File: src/hw/rtl/etas_pkg.sv
`timescale 1ns / 1ps
// ----------------------------------------------------------------------------
// etas_pkg
// Shared field widths and item codes for the encoder table angle search.
// ----------------------------------------------------------------------------
package etas_pkg;

  // Item kind carried in tuser on the input stream
  localparam logic KIND_LOAD   = 1'b0;
  localparam logic KIND_SAMPLE = 1'b1;

  // Fixed field widths of the stream payloads
  localparam int unsigned INDEX_W    = 9;
  localparam int unsigned FIELD_W    = 12;
  localparam int unsigned ANGLE_BITS = 12;
  localparam int unsigned COST_W     = 25;
  localparam int unsigned POS_W      = 32;
  localparam int unsigned TURN_W     = POS_W - ANGLE_BITS;

  // Half a turn in angle codes
  localparam int HALF_TURN = 2 ** (ANGLE_BITS - 1);

  localparam int unsigned IN_DATA_W  = 64;
  localparam int unsigned OUT_DATA_W = 80;

endpackage

File: src/hw/rtl/etas_scale.sv
`timescale 1ns / 1ps
// ----------------------------------------------------------------------------
// etas_scale
// Index to angle scaling: floor(index * 2^ANGLE_BITS / TABLE_DEPTH) by
// multiplication with a rounded-up reciprocal, with a registered result.
// ----------------------------------------------------------------------------
module etas_scale #(
  parameter int unsigned TABLE_DEPTH = 512
) (
  input  logic                           clk_i,
  input  logic                           rst_ni,
  input  logic                           start_i,
  input  logic [$clog2(TABLE_DEPTH)-1:0] index_i,
  output logic                           done_o,
  output logic [etas_pkg::ANGLE_BITS-1:0] angle_o
);
  import etas_pkg::*;

  // A reciprocal scaled by 2^(ANGLE_BITS + 2*IDX_W) keeps the total error
  // below 1/TABLE_DEPTH for every index, so the floor is exact.
  localparam int unsigned IDX_W   = $clog2(TABLE_DEPTH);
  localparam int unsigned SHIFT   = 2 * IDX_W;
  localparam int unsigned RECIP_W = ANGLE_BITS + IDX_W + 1;
  localparam int unsigned PROD_W  = IDX_W + RECIP_W;
  localparam longint unsigned RECIP_L =
    ((64'd1 << (ANGLE_BITS + SHIFT)) + 64'(TABLE_DEPTH) - 64'd1) / 64'(TABLE_DEPTH);
  localparam logic [RECIP_W-1:0] RECIP = RECIP_W'(RECIP_L);

  logic                  done_q;
  logic [ANGLE_BITS-1:0] angle_q;
  logic [PROD_W-1:0]     prod;

  assign prod = PROD_W'(index_i) * PROD_W'(RECIP);

  always_ff @(posedge clk_i or negedge rst_ni) begin
    if (!rst_ni) begin
      done_q <= 1'b0;
    end else begin
      done_q <= start_i;
    end
  end

  always_ff @(posedge clk_i) begin
    if (start_i) begin
      angle_q <= prod[SHIFT +: ANGLE_BITS];
    end
  end

  assign done_o  = done_q;
  assign angle_o = angle_q;

endmodule

File: config.mk
export PLATFORM = sky130hd
export DESIGN_NAME = etas_scale
export DESIGN_NICKNAME = d
export VERILOG_FILES = /design/src/hw/rtl/etas_pkg.sv /design/src/hw/rtl/etas_scale.sv
export SDC_FILE = /design/constraint.sdc
export NUM_CORES = 1
export LEC_CHECK = 0
export ABC_AREA = 1
export ABC_CLOCK_PERIOD_IN_PS = 800
export BUFFER_PORTS_ARGS = -buffer_cell sky130_fd_sc_hd__buf_2
export CELL_PAD_IN_SITES_DETAIL_PLACEMENT = 1
export CELL_PAD_IN_SITES_GLOBAL_PLACEMENT = 2
export CORE_UTILIZATION = 21
export CTS_CLUSTER_DIAMETER = 80
export CTS_CLUSTER_SIZE = 14
export DETAILED_ROUTE_END_ITERATION = 10
export PLACE_DENSITY = 0.67
export SYNTH_ARGS = -nofsm -noshare
export SYNTH_HDL_FRONTEND = slang
export SYNTH_SLANG_ARGS = --single-unit
File: constraint.sdc
create_clock -name clk_i -period 0.8 [get_ports clk_i]
set_input_delay 0.12 -clock clk_i [delete_from_list [all_inputs] [get_ports clk_i]]
set_output_delay 0.12 -clock clk_i [all_outputs]
set_load 0.02 [all_outputs]
==> results of run 1 <==
==> power groups by stage <==
| stage | registers (W) | logic, W | clock network (W) |
|---|---|---|---|
| global placement | 0.000632 | 0.000132 | 0 |
| detailed placement | 0.000633 | 0.000134 | 0 |
| global route | 0.000634 | 0.000188 | 0.000379 |
| finish | 0.000631 | 0.000176 | 0.000337 |
| floorplan | 0.000688 | 0.0000234 | 0 |
| CTS | 0.000623 | 0.000141 | 0.000356 |
==> timing repair <==
| action | in CTS | in global routing |
|---|---|---|
| setup endpoints to repair | 10 | 10 |
| gates resized for setup | 2 | 16 |
| hold buffers | 1 | 0 |
| hold endpoints to repair | 1 | 0 |
==> path summary, 6_finish.rpt <==
kind / to / cells past startpoint
max: angle_o[11] / 1
min: angle_o[11] / 1
max in group asynchronous: done_o / 2
min in group asynchronous: done_o / 2
==> routing by layer <==
layer / part of all wire, % / up-vias / global-route usage, %
met4: 2.2 / 0 / 12.1
met5: 0 / - / 0
met2: 47 / 15 / 10.9
met3: 9.5 / 2 / 3.80
li1: - / 95 / -
met1: 41 / 77 / 6.87
==> cell families after synthesis <==
family       share of synthesized area [%]
flops                                 91.8
buf+inv                               7.00
other cells                           1.17
==> state kept, by name, summed over array words and instances (netlist names) <==
signal	count
angle_o	9
done_o	1
==> synth_stat cells (all sizes together) <==
master / count / area [um^2]
dfrtp: 1 / 25.0
conb: 1 / 3.75
edfxtp: 9 / 270
buf: 3 / 22.5
==> stage by stage <==
| step | cell area (um^2) | instances | util, % | TNS, ns | worst slack, ns |
|---|---|---|---|---|---|
| final | 523 | 54 | 38.3 | -0.910 | -0.106 |
| after global routing | 523 | 54 | 38.3 | -1.26 | -0.142 |
| after CTS | 473 | 54 | 34.6 | -1.04 | -0.128 |
| after detailed placement | 430 | 49 | 31.5 | 0 | 0.156 |
| after global placement | 430 | 49 | 31.5 | 0 | 0.169 |
| after floorplan | 329 | 16 | - | 0 | 0.231 |
==> cell type report <==
| type | count | area, um^2 | share of cell area [%] |
|---|---|---|---|
| Clock buffer | 4 | 26.3 | 5.02 |
| Multi-Input combinational cell | 3 | 11.3 | 2.15 |
| Sequential cell | 10 | 295 | 56.5 |
| Tap cell | 15 | 18.8 | 3.59 |
| Timing Repair Buffer | 22 | 171 | 32.8 |
==> cells in the final DEF, fill, tap and decap left out <==
cell           Yosys  routed
dfrtp_1            1       1
buf_6              0       9
clkbuf_4           0       3
buf_2              0      12
conb_1             1       3
clkbuf_1           0       1
edfxtp_1           9       9
dlygate4sd3_1      0       1
==> summary.md, run 1 <==
| Metric | Value |
|---|---|
| Sequential-to-total area share from yosys stat | 91.8% |
| Crit-path slowest cell | edfxtp_1 |
| Hold WS | 0.0380 ns |
| Violated checks | setup timing |
| Wire length of the first global-routing pass | 731 um |
| CTS Buf Count | 3 |
| Critical path origin | angle_o[11] |
| Final Wtd Congestion | 0.672 |
| Yosys warning total | 0 |
| CTS HTree Levels | 1 |
| Die Height | 41.1 um |
| Post-Syn Area | 322 um^2 |
| Largest net degree at the start of global routing | 11 |
| First-pass DRT Iterations | 2 |
| Inserted Diodes | 0 |
| Fmax | 1100 MHz |
| Critical path arrival | 0.79 ns |
| Clk sink count | 10 |
| Max-cap viol count | 0 |
| Crit-path cells | buf_6 |
| Via count | 189 |
| NetSw | 0.000252 W |
| Number of global-route vias before repair | 177 |
| CP bufs+invs | 1 |
| Share of layout cells above drive strength 1 | 61.5% |
| Root Buffer | clkbuf_4 |
| Fin crit share | 113% |
| Status | finished, violations left |
| Routed WL | 545 um |
| Yosys reg bits | 10 |
| # setup viols final | 10 |
| Antenna viol nets, final | 0 |
| CP Launch Type | flip-flop |
| Comb pwr share | 15.4% |
| Port-buffer cells | 21 |
| Initial antenna violation count | 0 |
| Switching Share | 22.0% |
| Worst setup path class | flip-flop to primary output |
| Area growth from synthesis to layout | 62.6% |
| Pwr/cell area | 2190 mW/mm^2 |
| Setup WS post-layout | -0.106 ns |
| WL per Instance | 10.1 um |
| Die X | 41.1 um |
| CP required | 0.68 ns |
| Crit Path Max Fanout | 1 |
| Die area | 0.00169 mm^2 |
| Unique masters post-synth | 4 |
| Top Ports | 25 |
| CTS tree | yes |
| Sequential share of power | 55.1% |
| Final-layout fill cell count | 151 |
| Hold crit path type | primary input to flip-flop |
| Clk pwr share | 29.5% |
| Tmin final | 0.906 ns |
| Top delay family on crit path | flip-flops |
| Initial Util | 23.5% |
| Grt total ovfl | 0 |
| Layout Nets | 52 |
| DRC | 0 |
| Worst Setup End Kind | primary output |
| Hold Crit Start | index_i[8] |
| Unrepaired setup endpoints after global routing | yes |
| GR Util All Layers | 7.96% |
| Clock buffer depth | 2 |
| Vias per inst | 3.50 |
| Max incr delay on CP | 0.39 ns |
| Final slew viol count | 0 |
| Initial DRC count | 2 |
| Clock transition at the registers of the reported paths | 0.06 ns |
| Leakage | 0.230 nW |
| P_int | 0.000892 W |
| FP Rows | 13 |
| Syn Area/Cell | 23.0 um^2 |
| Syn Inst Count | 14 |
| VDD IR max | 0.700 mV |
| Final hold violation count | 0 |
| Core region area | 0.00137 mm^2 |
| Number of setup buffers added after CTS | 0 |
| Total power | 0.00114 W |
No activity file was read; power rests on OpenSTA's default activity.
==> inputs of run 2 (changes only) <==
--- a/config.mk
+++ b/config.mk
@@ -15,6 +15,7 @@
 export CTS_CLUSTER_SIZE = 14
 export DETAILED_ROUTE_END_ITERATION = 10
 export PLACE_DENSITY = 0.67
+export RECOVER_POWER = 100
 export SYNTH_ARGS = -nofsm -noshare
 export SYNTH_HDL_FRONTEND = slang
 export SYNTH_SLANG_ARGS = --single-unit
==> summary.md, run 2 (synthesized netlist as in run 1, its figures left out) <==
| Metric | Value |
|---|---|
| VDD IR max | 0.701 mV (+0.11%) |
| CP bufs+invs | 1 (unchanged) |
| Number of setup buffers added after CTS | 0 (unchanged) |
| Setup WS post-layout | -0.107 ns (-0.000506 ns) |
| Port-buffer cells | 21 (unchanged) |
| Core region area | 0.00137 mm^2 (unchanged) |
| Number of global-route vias before repair | 177 (unchanged) |
| Share of layout cells above drive strength 1 | 56.4% (-5.1 points) |
| Top delay family on crit path | flip-flops |
| Worst setup path class | flip-flop to primary output |
| Clock buffer depth | 2 (unchanged) |
| Fin crit share | 113% (about the same) |
| CP required | 0.68 ns (about the same) |
| FP Rows | 13 (unchanged) |
| Via count | 188 (-0.53%) |
| Final hold violation count | 0 (unchanged) |
| Max reg flops | 9 (unchanged) |
| Layout Nets | 52 (unchanged) |
| WL per Instance | 10.1 um (+0.18%) |
| Routed WL | 546 um (+0.18%) |
| Status | finished, violations left |
| Crit-path slowest cell | edfxtp_1 |
| Worst Setup End Kind | primary output |
| Root Buffer | clkbuf_4 |
| Antenna viol nets, final | 0 (unchanged) |
| Die X | 41.1 um (unchanged) |
| Violated checks | setup timing |
| Initial Util | 23.5% (unchanged) |
| CP Launch Type | flip-flop |
| Grt total ovfl | 0 (unchanged) |
| Commonest non-fill, non-tap cells in the layout | buf_2 (10), edfxtp_1 (9), buf_6 (9) |
| Max incr delay on CP | 0.39 ns (about the same) |
| Largest net degree at the start of global routing | 11 (unchanged) |
| Crit-path cells | buf_6 |
| Hold WS | 0.0376 ns (-0.000458 ns) |
| GR Util All Layers | 7.96% (unchanged) |
| DP Worst Slack | 0.156 ns (unchanged) |
| Wire length of the first global-routing pass | 731 um (unchanged) |
| Die Height | 41.1 um (unchanged) |
| CTS tree | yes |
| DRC | 0 (unchanged) |
| Fmax | 1100 MHz (about the same) |
| First-pass DRT Iterations | 2 (unchanged) |
| Crit Path Max Fanout | 1 (unchanged) |
| Hold crit path type | primary input to flip-flop |
| Inserted Diodes | 0 (unchanged) |
| Initial DRC count | 2 (unchanged) |
| Pwr/cell area | 2200 mW/mm^2 (+0.45%) |
| Critical path arrival | 0.79 ns (about the same) |
| Unrepaired setup endpoints after global routing | yes |
| Leakage | 0.225 nW (-2.4%) |
| Clock transition at the registers of the reported paths | 0.06 ns (about the same) |
| CTS Buf Count | 3 (unchanged) |
| Area growth from synthesis to layout | 61.9% |
| Post-layout util | 38.1% (-0.18 points) |
| Clk sink count | 10 (unchanged) |
| CTS HTree Levels | 1 (unchanged) |
| Die area | 0.00169 mm^2 (unchanged) |
| Top Ports | 25 (unchanged) |
| Tmin final | 0.907 ns (+0.000506 ns) |
| Final Wtd Congestion | 0.672 (unchanged) |
| Commonest non-fill, non-tap cell in the layout | buf_2 |
| Max-cap viol count | 0 (unchanged) |
| Sum of negative setup slack | -0.914 ns (-0.00357 ns) |
| # setup viols final | 10 (unchanged) |
| Final slew viol count | 0 (unchanged) |
| Vias per inst | 3.48 (-0.53%) |
| Initial antenna violation count | 0 (unchanged) |
run 2: area by class of cell:
cell class                      instances  area, um^2
Fill cell                             153         846
Sequential cell                        10         295
Timing Repair Buffer                   22         169
Clock buffer                            4        26.3
Tap cell                               15        18.8
Multi-Input combinational cell          3        11.3
run 2: metrics by stage:
step	total power (W)	instance area, um^2	std cells
6_report	0.00114	520	54
5_1_grt	0.00120	520	54
4_1_cts	0.00112	473	54
3_5_place_dp	0.000767	430	49
3_3_place_gp	0.000765	430	49
2_1_floorplan	0.000711	329	16
run 2: final timing paths:
| path | slack, ns | cells after the start | to | from |
|---|---|---|---|---|
| worst max-delay path | -0.11 | 1 | angle_o[11] | angle_o[11] |
| worst min-delay path | 0.04 | 1 | angle_o[11] | index_i[8] |
| min in group asynchronous | 0.18 | 2 | done_o | rst_ni |
| max in group asynchronous | 0.52 | 2 | done_o | rst_ni |
run 2: where the power goes:
| group | switching [W] | internal, W |
|---|---|---|
| Combinational | 0.0000900 | 0.0000847 |
| Sequential | 0.0000161 | 0.000615 |
| Clock | 0.000147 | 0.000191 |
run 2: what timing repair did:
action,4_1_cts,5_1_grt
resized for setup,2,16
hold buffers,1,0
hold endpoints to repair,1,0
endpoints found under the setup margin,10,10
run 2: per-layer routing:
layer,vias to the layer above,part of all wire [%],global-route usage [%]
met2,15,47,10.9
li1,94,-,-
met1,77,41,6.87
met5,-,0,0
met4,0,2.2,12.1
met3,2,9.5,3.80
==> inputs of run 3 (changes only) <==
--- a/config.mk
+++ b/config.mk
@@ -6,15 +6,15 @@
 export NUM_CORES = 1
 export LEC_CHECK = 0
 export ABC_AREA = 1
-export ABC_CLOCK_PERIOD_IN_PS = 800
+export ABC_CLOCK_PERIOD_IN_PS = 1120
 export BUFFER_PORTS_ARGS = -buffer_cell sky130_fd_sc_hd__buf_2
 export CELL_PAD_IN_SITES_DETAIL_PLACEMENT = 1
 export CELL_PAD_IN_SITES_GLOBAL_PLACEMENT = 2
-export CORE_UTILIZATION = 21
+export CORE_UTILIZATION = 23
 export CTS_CLUSTER_DIAMETER = 80
 export CTS_CLUSTER_SIZE = 14
 export DETAILED_ROUTE_END_ITERATION = 10
-export PLACE_DENSITY = 0.67
+export PLACE_DENSITY = 0.73
 export RECOVER_POWER = 100
 export SYNTH_ARGS = -nofsm -noshare
 export SYNTH_HDL_FRONTEND = slang
==> constraint.sdc (replaced) <==
create_clock -name clk_i -period 1.12 [get_ports clk_i]
set_input_delay 0.168 -clock clk_i [delete_from_list [all_inputs] [get_ports clk_i]]
set_output_delay 0.168 -clock clk_i [all_outputs]
set_load 0.02 [all_outputs]
==> summary.md, run 3 (synthesized netlist as in run 1, its figures left out) <==
| Metric | Value |
|---|---|
| Clock transition at the registers of the reported paths | 0.06 ns (about the same) |
| FP Rows | 13 (unchanged) |
| Root Buffer | clkbuf_4 |
| Unrepaired setup endpoints after global routing | no |
| Grt total ovfl | 0 (unchanged) |
| Pwr/cell area | 1720 mW/mm^2 (-22%) |
| Met2 Track Usage GR | 17.1% (+6.1 points) |
| Crit-path cells | clkbuf_1 |
| Inserted Diodes | 0 (unchanged) |
| Dpl cell area | 430 um^2 (unchanged) |
| Crit-path slowest cell | edfxtp_1 |
| Cell area after layout | 452 um^2 (-13%) |
| WHS Path Cells | 1 (unchanged) |
| Clk sink count | 10 (unchanged) |
| DRC | 0 (unchanged) |
| Clock buffer depth | 2 (unchanged) |
| Max-cap viol count | 0 (unchanged) |
| Fin crit share | 88.1% |
| Routed WL | 617 um (+13%) |
| Wire length of the first global-routing pass | 917 um (+25%) |
| WL per Instance | 11.4 um (+13%) |
| # setup viols final | 0 (-10) |
| Hold crit path type | primary input to flip-flop |
| Crit Path Max Fanout | 1 (unchanged) |
| Tmin final | 0.986 ns |
| Via count | 197 (+4.8%) |
| CP required | 0.95 ns (+0.27 ns) |
| Initial DRC count | 0 (-2) |
| Die Height | 39.4 um (-4.2%) |
| CTS HTree Levels | 1 (unchanged) |
| Final slew viol count | 0 (unchanged) |
| Final hold violation count | 0 (unchanged) |
| Leakage | 0.179 nW (-21%) |
| Share of layout cells above drive strength 1 | 30.8% (-26 points) |
| Number of setup buffers added after CTS | 0 (unchanged) |
| Vias per inst | 3.65 (+4.8%) |
| Area growth from synthesis to layout | 40.5% |
| Worst setup path class | flip-flop to primary output |
| Initial Util | 24.7% (+1.2 points) |
| Largest net degree at the start of global routing | 11 (unchanged) |
| Met1 Use GR | 9.93% (+3.1 points) |
| Gr busiest metal | met2 |
| VDD IR max | 0.520 mV (-26%) |
| Die X | 39.4 um (-4.2%) |
| Die area | 0.00155 mm^2 (-8.3%) |
| Layout Nets | 52 (unchanged) |
| CP Launch Type | flip-flop |
| Critical path arrival | 0.82 ns (+0.03 ns) |
| Initial antenna violation count | 0 (unchanged) |
| Status | completed |
| Worst Setup End Kind | primary output |
| Commonest non-fill, non-tap cells in the layout | clkbuf_1 (12), edfxtp_1 (9), buf_2 (9), conb_1 (3), clkbuf_4 (3) |
| Commonest non-fill, non-tap cell in the layout | clkbuf_1 |
| Final Wtd Congestion | 0.622 (-7.5%) |
| Port-buffer cells | 21 (unchanged) |
| Antenna viol nets, final | 0 (unchanged) |
| First-pass DRT Iterations | 1 (-1) |
| Max reg flops | 9 (unchanged) |
| Fmax | 1010 MHz |
| Top delay family on crit path | flip-flops |
| CP bufs+invs | 1 (unchanged) |
| Critical Path Stages | 1 (unchanged) |
| CTS Buf Count | 3 (unchanged) |
| Met3 Use GR | 3.41% (-0.40 points) |
| Sum of negative setup slack | 0 ns (+0.914 ns) |
| Top Ports | 25 (unchanged) |
| GR Util All Layers | 10.4% (+2.5 points) |
| CTS tree | yes |
| Max incr delay on CP | 0.33 ns (-0.06 ns) |
| Core region area | 0.00130 mm^2 (-4.8%) |
| Number of global-route vias before repair | 227 (+28%) |
==> run 3: cell count changes in the layout (fill, tap and decap cells not counted) <==
cell | before | now
buf_2 | 10 | 9
clkbuf_1 | 3 | 12
clkinv_1 | 0 | 1
buf_6 | 9 | 0
==> run 3: timing repair <==
item | CTS | global route
gates resized for setup | 0 | 0
hold buffers | 1 | 0
endpoints found under the hold margin | 1 | 0
==> run 3: path summary, 6_finish.rpt <==
path                                to        from  slack, ns
min in group asynchronous       done_o      rst_ni       0.24
max in group asynchronous       done_o      rst_ni       0.80
setup / recovery            angle_o[4]  angle_o[4]       0.13
hold / removal             angle_o[10]  index_i[7]       0.08
==> run 3: cell type report <==
cell class                 instances  area, um^2
sequential                        10         295
clock buffer                       3        22.5
multi-input combinational          3        11.3
clock inverter                     1        3.75
tap                               15        18.8
fill                             158         850
timing repair buffer              22         100
==> run 3: metal layers <==
metal	vias to the layer above	wire length (um)
li1	93	-
met1	86	241
met2	18	313
met4	0	0
met3	0	62
met5	-	0
==> run 3: power breakdown <==
group	leakage [nW]	internal (W)	switching (W)
logic	0.0635	0.0000250	0.0000657
registers	0.0997	0.000438	0.00000704
clock network	0.0154	0.000128	0.000112
total	0.179	0.000591	0.000184
==> run 3: stage by stage <==
step / util [%] / worst slack (ns) / cells / hold slack, ns / power (W)
floorplan: - / 0.503 / 16 / -0.128 / 0.000508
global placement: 33.1 / 0.435 / 49 / -0.0568 / 0.000547
detailed placement: 33.1 / 0.422 / 49 / -0.0559 / 0.000550
CTS: 35.9 / 0.143 / 54 / 0.0711 / 0.000802
global route: 34.7 / 0.0792 / 54 / 0.0655 / 0.000824
finish: 34.7 / 0.134 / 54 / 0.0828 / 0.000776
